===== src/rtl/hpbc_pkg.sv =====
// Types, constants and helper functions of the hand pose symbol unit.
package hpbc_pkg;

	// Throttle: divide by 100 as multiply by ceil(2^22/100), then shift by 22
	localparam int unsigned DIV_SHIFT = 22;
	localparam logic [15:0] DIV_MUL = 16'd41944;
	localparam logic [6:0] THR_MAX = 7'd127;

	// Pitch thresholds on the negated Q3.12 angle, and the levels they give
	localparam logic signed [16:0] PITCH_T1 = 17'sd2212;
	localparam logic signed [16:0] PITCH_T2 = 17'sd4424;
	localparam logic signed [16:0] PITCH_T3 = 17'sd6636;
	localparam logic signed [16:0] PITCH_T4 = 17'sd8848;
	localparam logic signed [16:0] PITCH_T5 = 17'sd11060;
	localparam logic [6:0] PITCH_L1 = 7'd13;
	localparam logic [6:0] PITCH_L2 = 7'd38;
	localparam logic [6:0] PITCH_L3 = 7'd63;
	localparam logic [6:0] PITCH_L4 = 7'd89;
	localparam logic [6:0] PITCH_L5 = 7'd114;

	// Yaw dead band of +-1.0 rad and its levels
	localparam logic signed [15:0] YAW_LO = -16'sd4096;
	localparam logic signed [15:0] YAW_HI = 16'sd4096;
	localparam logic [6:0] YAW_MID = 7'd63;
	localparam logic [6:0] YAW_NEG = 7'd31;
	localparam logic [6:0] YAW_POS = 7'd94;

	// Scan order: 7 bits times 3 channels
	localparam int unsigned NUM_CH = 3;
	localparam int unsigned LVL_W = 7;
	localparam int unsigned SCAN_LEN = NUM_CH * LVL_W;

	typedef enum logic [1:0] {
		CH_THR = 2'd0,
		CH_PIT = 2'd1,
		CH_YAW = 2'd2
	} chan_t;

	// Symbol bases for a bit turning on and off
	localparam logic [6:0] THR_ON = 7'h52;  // 'R'
	localparam logic [6:0] THR_OFF = 7'h72; // 'r'
	localparam logic [6:0] PIT_ON = 7'h4A;  // 'J'
	localparam logic [6:0] PIT_OFF = 7'h6A; // 'j'
	localparam logic [6:0] YAW_ON = 7'h42;  // 'B'
	localparam logic [6:0] YAW_OFF = 7'h62; // 'b'

	typedef enum logic [1:0] {
		ST_IDLE,
		ST_MUL,
		ST_UPD,
		ST_EMIT
	} state_t;

	// Controller to datapath commands
	typedef struct packed {
		logic load;
		logic mul;
		logic upd;
		logic step;
	} dp_cmd_t;

	// Datapath to controller status
	typedef struct packed {
		logic pend_empty;
	} dp_stat_t;

	// Symbol for channel ch, new bit value on, offset off = 6 - bit
	function automatic logic [6:0] sym_char(chan_t ch, logic on, logic [2:0] off);
		logic [6:0] base;
		case (ch)
			CH_THR: base = on ? THR_ON : THR_OFF;
			CH_PIT: base = on ? PIT_ON : PIT_OFF;
			CH_YAW: base = on ? YAW_ON : YAW_OFF;
			default: base = on ? THR_ON : THR_OFF;
		endcase
		return base + {4'd0, off};
	endfunction

endpackage


===== src/rtl/hpbc_dp.sv =====
// Datapath: frame registers, level update, change scan and output register.
module hpbc_dp import hpbc_pkg::*; (
	input  logic               clk,
	input  logic               arst_n,
	input  dp_cmd_t            cmd,
	output dp_stat_t           stat,
	input  logic signed [15:0] palm_vertical_velocity,
	input  logic signed [15:0] palm_pitch,
	input  logic signed [15:0] palm_yaw,
	output logic               sym_valid,
	input  logic               sym_stall,
	output logic [6:0]         char_code,
	output logic               last
);

	logic signed [15:0] vel_q;
	logic signed [15:0] pitch_q;
	logic signed [15:0] yaw_q;
	logic [15:0]        vmag;
	logic [16:0]        vneg;
	logic [31:0]        prod_s1;
	logic               vneg_s1;
	logic [9:0]         quot;
	logic signed [10:0] squot;
	logic signed [10:0] tsum;
	logic signed [16:0] pneg;
	logic [6:0]         thr_q, pit_q, yawl_q;
	logic [6:0]         new_t, new_p, new_y;
	logic [6:0]         chg_t, chg_p, chg_y;
	logic [SCAN_LEN-1:0] pend_q, val_q;
	logic [SCAN_LEN-1:0] pend_d, val_d;
	logic [2:0]         off_q;
	chan_t              chn_q;
	logic               slot_free;
	logic               sym_valid_q;
	logic [6:0]         char_q;
	logic               last_q;
	logic               adv;

	// Frame capture
	always_ff @(posedge clk) begin
		if (cmd.load) begin
			vel_q <= palm_vertical_velocity;
			pitch_q <= palm_pitch;
			yaw_q <= palm_yaw;
		end
	end

	// Magnitude of velocity times reciprocal of 100
	assign vneg = -{vel_q[15], vel_q};
	assign vmag = vel_q[15] ? vneg[15:0] : vel_q;

	always_ff @(posedge clk) begin
		if (cmd.mul) begin
			prod_s1 <= vmag * DIV_MUL;
			vneg_s1 <= vel_q[15];
		end
	end

	// Throttle: add truncated quotient, clamp to 0..127
	assign quot = prod_s1[31:DIV_SHIFT];
	assign squot = vneg_s1 ? -signed'({1'b0, quot}) : signed'({1'b0, quot});
	assign tsum = signed'({4'd0, thr_q}) + squot;

	always_comb begin
		if (tsum < 0)
			new_t = 7'd0;
		else if (tsum > signed'({4'd0, THR_MAX}))
			new_t = THR_MAX;
		else
			new_t = tsum[6:0];
	end

	// Pitch quantization on the negated angle
	assign pneg = -{pitch_q[15], pitch_q};

	always_comb begin
		if (pneg < PITCH_T1)
			new_p = PITCH_L1;
		else if (pneg < PITCH_T2)
			new_p = PITCH_L2;
		else if (pneg < PITCH_T3)
			new_p = PITCH_L3;
		else if (pneg < PITCH_T4)
			new_p = PITCH_L4;
		else if (pneg < PITCH_T5)
			new_p = PITCH_L5;
		else
			new_p = pit_q;
	end

	// Yaw quantization
	always_comb begin
		if (yaw_q < YAW_LO)
			new_y = YAW_NEG;
		else if (yaw_q > YAW_HI)
			new_y = YAW_POS;
		else
			new_y = YAW_MID;
	end

	assign chg_t = thr_q ^ new_t;
	assign chg_p = pit_q ^ new_p;
	assign chg_y = yawl_q ^ new_y;

	// Scan vectors, MSB first: bit 6 throttle, pitch, yaw, then bit 5 ...
	always_comb begin
		for (int b = 0; b < LVL_W; b++) begin
			pend_d[NUM_CH*b + 2] = chg_t[b];
			pend_d[NUM_CH*b + 1] = chg_p[b];
			pend_d[NUM_CH*b]     = chg_y[b];
			val_d[NUM_CH*b + 2]  = new_t[b];
			val_d[NUM_CH*b + 1]  = new_p[b];
			val_d[NUM_CH*b]      = new_y[b];
		end
	end

	// Levels
	always_ff @(posedge clk or negedge arst_n) begin
		if (!arst_n) begin
			thr_q <= '0;
			pit_q <= '0;
			yawl_q <= '0;
		end else if (cmd.upd) begin
			thr_q <= new_t;
			pit_q <= new_p;
			yawl_q <= new_y;
		end
	end

	// Output slot can take a beat this cycle
	assign slot_free = !sym_valid_q || !sym_stall;
	assign adv = cmd.step && slot_free;

	// Change scan, one position per cycle while the output slot is free
	always_ff @(posedge clk or negedge arst_n) begin
		if (!arst_n) begin
			pend_q <= '0;
			off_q <= '0;
			chn_q <= CH_THR;
		end else if (cmd.upd) begin
			pend_q <= pend_d;
			off_q <= '0;
			chn_q <= CH_THR;
		end else if (adv) begin
			pend_q <= {pend_q[SCAN_LEN-2:0], 1'b0};
			if (chn_q == CH_YAW) begin
				chn_q <= CH_THR;
				off_q <= off_q + 3'd1;
			end else begin
				chn_q <= chan_t'(chn_q + 2'd1);
			end
		end
	end

	always_ff @(posedge clk) begin
		if (cmd.upd)
			val_q <= val_d;
		else if (adv)
			val_q <= {val_q[SCAN_LEN-2:0], 1'b0};
	end

	// Output register
	always_ff @(posedge clk or negedge arst_n) begin
		if (!arst_n)
			sym_valid_q <= 1'b0;
		else if (slot_free)
			sym_valid_q <= adv && pend_q[SCAN_LEN-1];
	end

	always_ff @(posedge clk) begin
		if (adv && pend_q[SCAN_LEN-1]) begin
			char_q <= sym_char(chn_q, val_q[SCAN_LEN-1], off_q);
			last_q <= ~|pend_q[SCAN_LEN-2:0];
		end
	end

	assign stat.pend_empty = ~|pend_q;
	assign sym_valid = sym_valid_q;
	assign char_code = char_q;
	assign last = last_q;

endmodule


===== src/rtl/hpbc_ctrl.sv =====
// Controller: sequences capture, multiply, update and symbol scan of a frame.
module hpbc_ctrl import hpbc_pkg::*; (
	input  logic     clk,
	input  logic     arst_n,
	input  logic     frame_valid,
	output logic     frame_stall,
	output dp_cmd_t  cmd,
	input  dp_stat_t stat
);

	state_t state_q, state_d;

	always_ff @(posedge clk or negedge arst_n) begin
		if (!arst_n)
			state_q <= ST_IDLE;
		else
			state_q <= state_d;
	end

	// Next state and commands
	always_comb begin
		state_d = state_q;
		cmd = '0;
		frame_stall = 1'b1;
		case (state_q)
			ST_IDLE: begin
				frame_stall = 1'b0;
				if (frame_valid) begin
					cmd.load = 1'b1;
					state_d = ST_MUL;
				end
			end
			ST_MUL: begin
				cmd.mul = 1'b1;
				state_d = ST_UPD;
			end
			ST_UPD: begin
				cmd.upd = 1'b1;
				state_d = ST_EMIT;
			end
			ST_EMIT: begin
				if (stat.pend_empty)
					state_d = ST_IDLE;
				else
					cmd.step = 1'b1;
			end
			default: state_d = ST_IDLE;
		endcase
	end

endmodule


===== src/rtl/hand_pose_to_bit_change_symbols_unit.sv =====
// Top level of the hand pose to bit-change symbol unit.
//
// Frame channel (frame_valid / frame_stall): one beat carries velocity, pitch
// and yaw of a hand frame. Symbol channel (sym_valid / sym_stall): one beat
// per changed level bit, char_code names channel, bit and new value, last
// marks the final symbol of the frame. A frame with no changed bit gives no
// beat at all.
// After the frame beat is taken, the controller runs the multiply and the
// level update before the scan; the first symbol comes later for each scan
// position ahead of the first change.
// The scan walks the 21 bit positions (bit 6..0, throttle/pitch/yaw each)
// one per cycle while the output slot is free, and stops after the last
// pending change; frame_stall is high while a frame keeps the unit busy. The
// divide by 100 is one 16x16 multiply, registered before the level update.
// When the receiver stalls, the held symbol stays on the port and the scan
// waits; the next frame may be taken while the final symbol still waits.
// Reset clears all three levels to zero and empties the output register.
module hand_pose_to_bit_change_symbols_unit import hpbc_pkg::*; (
	input  logic               clk,
	input  logic               arst_n,
	input  logic               frame_valid,
	output logic               frame_stall,
	input  logic signed [15:0] palm_vertical_velocity,
	input  logic signed [15:0] palm_pitch,
	input  logic signed [15:0] palm_yaw,
	output logic               sym_valid,
	input  logic               sym_stall,
	output logic [6:0]         char_code,
	output logic               last
);

	dp_cmd_t  cmd;
	dp_stat_t stat;

	hpbc_ctrl u_ctrl (
		.clk         (clk),
		.arst_n      (arst_n),
		.frame_valid (frame_valid),
		.frame_stall (frame_stall),
		.cmd         (cmd),
		.stat        (stat)
	);

	hpbc_dp u_dp (
		.clk                    (clk),
		.arst_n                 (arst_n),
		.cmd                    (cmd),
		.stat                   (stat),
		.palm_vertical_velocity (palm_vertical_velocity),
		.palm_pitch             (palm_pitch),
		.palm_yaw               (palm_yaw),
		.sym_valid              (sym_valid),
		.sym_stall              (sym_stall),
		.char_code              (char_code),
		.last                   (last)
	);

endmodule


===== config.mk =====
export PLATFORM = sky130hd
export DESIGN_NAME = hand_pose_to_bit_change_symbols_unit
export DESIGN_NICKNAME = d
export VERILOG_FILES = /design/src/rtl/hpbc_pkg.sv /design/src/rtl/hpbc_dp.sv /design/src/rtl/hpbc_ctrl.sv /design/src/rtl/hand_pose_to_bit_change_symbols_unit.sv
export SDC_FILE = /design/constraint.sdc
export NUM_CORES = 1
export LEC_CHECK = 0
export BUFFER_PORTS_ARGS = -buffer_cell sky130_fd_sc_hd__buf_2
export CORE_MARGIN = 3
export CORE_UTILIZATION = 39
export DETAILED_ROUTE_END_ITERATION = 8
export PLACE_DENSITY_LB_ADDON = 0.12
export SLEW_MARGIN = 20
export SYNTH_ARGS = -nofsm -noshare
export SYNTH_HDL_FRONTEND = slang
export SYNTH_SLANG_ARGS = --single-unit
export TNS_END_PERCENT = 5

===== constraint.sdc =====
create_clock -name clk -period 6.9 [get_ports clk]
set_input_delay 0.345 -clock clk [delete_from_list [all_inputs] [get_ports clk]]
set_output_delay 0.345 -clock clk [all_outputs]
set_load 0.02 [all_outputs]

# After elaboration in Yosys (flattened, before gate mapping)
# Index checks and enable logic that the tools add are counted.
# W data, S select, Z words.
# totals
regBits	157
# classes
addsub	7
n_mul	1
order_cmp	9
n_eq_ne	7
mux	36
n_bitwise	3
n_reduce_logical	13
# ops
op	n
$mux W21	4
$mux W7	10
$lt A17 B14 Y1 const B	2
$lt A17 B15 Y1 const B	2
$mul A16 B13 Y29 const B	1
$reduce_or A21 Y1	1
$xor A7 B7 Y7	3
$reduce_or A20 Y1	1
$mux W6	3
$lt A17 B13 Y1 const B	1
$neg A17 Y17	1
$gt A16 B14 Y1 const B	1
$lt A16 B13 Y1 const B	1
$mux W16	1
$neg A16 Y16	1
$pmux W7 S2	1
$add A8 B11 Y11	1
$gt A11 B8 Y1 const B	1
$lt A11 B1 Y1 const B	1
$mux W11	1
$neg A10 Y11	1
$mux W2	5
$mux W3	3
$pmux W2 S4	1
other kinds (13)	28

# Depth between registers and ports, before layout
# depth
depth_word	9
depth_mapped	28
mapped_depth_nobuf	28

# By module
# Synthesis repeated with hierarchy kept, for this count alone.
# unflattened
cells_unflattened	1009
area_unflattened_um2	10661.5
# modules_own_cells
module	instances	cells_per_inst	area_per_inst_um2	seq_area_each_um2
hpbc_dp	1	992	10471.3	3768.6
hpbc_ctrl	1	17	190.2	50.0

# Least setup slack after synthesis
# Ideal clock, no wire load.
# synth_timing
path_type	register to register
from	reg u_dp.vel_q[3]
to	reg u_dp.prod_s1[31], data pin
setup_time_ps	260
t_arrival_ps	6579
required_ps	6640
path_slack_ps	61
stages_incl_launch_ff	23
period_less_slack_ps	6839
cell_sequence	edfxtp_1 > or4_1 > or3_1 > o31ai_1 > xor2_1 > inv_1 > ha_1 > inv_1 > fa_1 > inv_1 > fa_1 > fa_1 > inv_1 > fa_1 > inv_1 > ha_1 > nand3_1 > or2_2 > o31a_1 > o31a_1 > o311ai_0 > a21oi_1 > xnor2_1
# synth_between
elab_chain_cells	3
# synth_rtl
item	line_no	text
from (decl)	hpbc_dp.sv:16	logic signed [15:0] vel_q;
from (signal assigned)	hpbc_dp.sv:43	vel_q <= palm_vertical_velocity;
$neg A16 Y16	hpbc_dp.sv:50	assign vneg = -{vel_q[15], vel_q};
$mux W16 *	hpbc_dp.sv:51	assign vmag = vel_q[15] ? vneg[15:0] : vel_q;
$mul A16 B13 Y29 *	hpbc_dp.sv:55	prod_s1 <= vmag * DIV_MUL;
to (signal assigned)	hpbc_dp.sv:55	
to (decl)	hpbc_dp.sv:21	logic [31:0] prod_s1;
# Every way passes the cells marked *; elsewhere a longest branch is shown, timed or not.
# A chain may end at the register's enable or synchronous reset.

# Final worst setup path
# layout_timing
from	reg u_dp.vel_q[6]
to	reg u_dp.prod_s1[30], data pin
# The elaborated chain is that of the path after synthesis.

==> results.md <==
- Outcome: completed
- Critical Path Most Common Cell: inv_1
- Commonest cells after routing, fill and taps aside: inv_1 (153), ha_1 (123), edfxtp_1 (88), nand2_1 (71), fa_1 (71)
- ANT nets after route: 0
- Family with the most delay on the worst path: adder cells
- Reg2reg start: u_dp.vel_q[6]
- DRC: 0
- Reg2Reg Depth: 23
- Post-Synthesis Cell Area: 10300 um^2
- Most common cell after layout, fill and taps aside: inv_1
- Routed vias: 6891
- CTS Buf Count: 17
- Reg2reg end: u_dp.prod_s1[30]
- Die H: 169 um
- Hpwl dp: 16900 um
- Arrival time at the worst endpoint: 6.84 ns
- Syn Nets: 1226
- CTS Hold Bufs: 0
- Crit-path cells: or4_1 -> or3_1 -> nand2b_4 -> o21ai_2 -> xor2_1 -> inv_1 -> ha_1 -> inv_1 -> fa_1 -> inv_1 -> fa_1 -> fa_1 -> inv_1 -> fa_1 -> inv_1 -> ha_1 -> nand3_1 -> or2_2 -> o31a_1 -> o31a_1 -> o311ai_2 -> buf_4 -> xor2_1
- CTS root buffer: clkbuf_16
- Pre-CTS setup slack: 0.0177 ns
- Async SR Flop Fraction: 34.8%
- Number of diodes: 0
- Die Area: 28500 um^2
- Hold WS: 0.0214 ns
- Final WL: 21800 um
- Setup Crit Path Kind: reg2reg
- Hold Crit Class: in2async
- Flops & latches, synth: 135
- CTS sink cnt: 135
- Synth warn: 0
- Vias per inst: 4.88
- Clock Latency Late Sink: 0.42 ns
- Starting density of the core: 40.4%
- Largest net degree at the start of global routing: 56
- Syn_area_per_cell: 10.6 um^2
- First-pass GRT wire length: 36900 um
- Minimum clock period: 6.58 ns
- Clk buf depth: 2
- CP bufs+invs: 6
- Post-route clock period utilization: 95.4%
- Vias in the first global route: 7247
- Number of max-cap violations: 0
- Tot GR Track Use: 16.2%
- FP Rows: 58
- CP required: 7.16 ns
- Share of layout cells above drive strength 1: 14.0%
- Port Buffers: 61
- Final nets: 1316
- Setup Skew: 0.0154 ns
- Core area: 25600 um^2
- Final instance area: 11800 um^2
- Largest stage delay, worst path: 0.54 ns
- Initial DRC count: 340
- Worst-Margin Slew: 0.865 ns
- Setup ws final: 0.316 ns
- H-tree depth: 4
- Initial antenna violation count: 1
- Synth Flop Type: edfxtp_1
- Final setup fails: 0
- CP max stage cell: or4_1
- Synth Instances: 979
- Setup crit end kind: register
- CTS tree: done
- Worst-path maximum fanout: 3
- Placed Area: 11200 um^2
- Drt wl/cell: 15.4 um
- Worst-path clk slew: 0.07 ns
- CP Launch Type: register
- Slew headroom: 42.2%
- Fmax: 152 MHz
- Congestion Overflow GR: 0
- Final Max Slew Viols: 0
- EDFF count, synth: 88
- Area growth, synth to finish: 14.3%
- Post-layout util: 46.1%
- Seq/Total Area, Yosys: 36.9%
- Reg2reg setup slack: 0.32 ns
- DR pass1 iterations: 4
- Synth unique cells: 64
- Ports: 62
- Gpl congestion: 0.926
- Fin. Hold Viols: 0
- DIE WIDTH: 169 um
==> sequential cells by signal, indices dropped and copies added (netlist names) <==
register	flops
u_dp.pend_q	21
u_dp.val_q	21
u_dp.pitch_q	16
u_dp.vel_q	16
u_dp.yaw_q	16
u_dp.prod_s1	10
u_dp.char_code	7
u_dp.pit_q	7
u_dp.thr_q	7
u_dp.yawl_q	4
u_dp.off_q	3
u_ctrl.state_q	2
u_dp.chn_q	2
u_dp.last	1
u_dp.sym_valid	1
u_dp.vneg_s1	1
==> metrics by stage <==
stage | cells | setup TNS (ns)
after floorplan | 979 | 0
after global placement | 1379 | 0
after detailed placement | 1379 | 0
after CTS | 1411 | 0
after global routing | 1412 | -0.0130
final | 1412 | 0
==> final cells by class <==
class	instances	area (um^2)
timing repair buffer	88	508
multi-input combinational	673	5920
fill	2445	13800
tap	330	413
clock buffer	18	450
inverter	154	578
sequential	135	3820
clock inverter	14	130
==> worst max-delay path by stage <==
stage                              from  cells after the start  slack [ns]          endpoint
after floorplan           u_dp.vel_q[3]                     22        0.06  u_dp.prod_s1[31]
after global placement    u_dp.vel_q[6]                     23        0.13  u_dp.prod_s1[31]
after detailed placement  u_dp.vel_q[6]                     23        0.02  u_dp.prod_s1[31]
after CTS                 u_dp.vel_q[6]                     23        0.03  u_dp.prod_s1[31]
after global routing      u_dp.vel_q[6]                     24      -0.009  u_dp.prod_s1[31]
final                     u_dp.vel_q[6]                     23        0.32  u_dp.prod_s1[30]
==> repair_timing <==
item | 4_1_cts | 5_1_grt
setup endpoints to repair | 0 | 5
buffers inserted | 0 | 1
resized for setup | 0 | 9
==> per-layer routing <==
layer	global-route usage, %	routed length (um)	vias up
met3	2.64	658	19
met5	0	7	-
li1	-	-	3544
met4	4.34	327	2
met1	21.8	10400	3222
met2	27.3	10500	104
==> synth_stat cells, types with 2 or more instances <==
cell type	count	area share [%]
o22ai_1	5	0.30
dfrtp_1	47	11
nand3b_1	2	0.15
clkbuf_1	16	0.58
nand4_1	5	0.30
nor3_1	14	0.68
nor2_1	57	2.1
o31a_1	5	0.42
mux2i_1	5	0.48
o21ai_0	40	1.9
a2bb2oi_1	3	0.25
o21bai_1	7	0.51
fa_1	71	14
nand3_1	19	0.92
ha_1	124	15
o31ai_1	7	0.51
o21ai_1	6	0.29
xor2_2	2	0.31
o41ai_1	3	0.25
or4_1	2	0.15
a21o_1	21	1.5
a31oi_1	3	0.18
xor2_1	30	2.5
nor4_1	13	0.79
and2_1	2	0.12
nor2b_1	6	0.36
nand2b_1	5	0.30
and3_1	13	0.79
nand2_1	71	2.6
o211ai_1	6	0.44
edfxtp_1	88	26
o21a_1	6	0.44
o2bb2ai_1	2	0.17
inv_1	153	5.6
a211o_1	2	0.17
xnor2_1	26	2.2
or2_2	11	0.67
a21oi_1	49	2.4
or3_1	6	0.36
o311ai_0	2	0.17
==> cells by family after synthesis <==
family,count (synthesis),synth area share (%)
DFF,135,36.9
and+or+nand+nor,232,10.8
adders and majority gates,195,28.8
xor gates and xnor gates,58,5.06
muxes,6,0.593
AOI/OAI and AO/OA,182,11.6
buffers and inverters,171,6.28
==> worst register-to-register path: stages, from the launching register on <==
cell      delay, ns
edfxtp_1       0.40
or4_1          0.54
or3_1          0.41
nand2b_4       0.17
o21ai_2        0.12
xor2_1         0.19
inv_1          0.10
ha_1           0.30
inv_1          0.06
fa_1           0.53
inv_1          0.05
fa_1           0.46
fa_1           0.49
inv_1          0.05
fa_1           0.53
inv_1          0.04
ha_1           0.26
nand3_1        0.09
or2_2          0.31
o31a_1         0.33
o31a_1         0.35
o311ai_2       0.30
buf_4          0.17
xor2_1         0.16
Power is left out: the tool's default activity adds up to more than one toggle a clock period on the data nets, which glitch-free logic cannot reach.
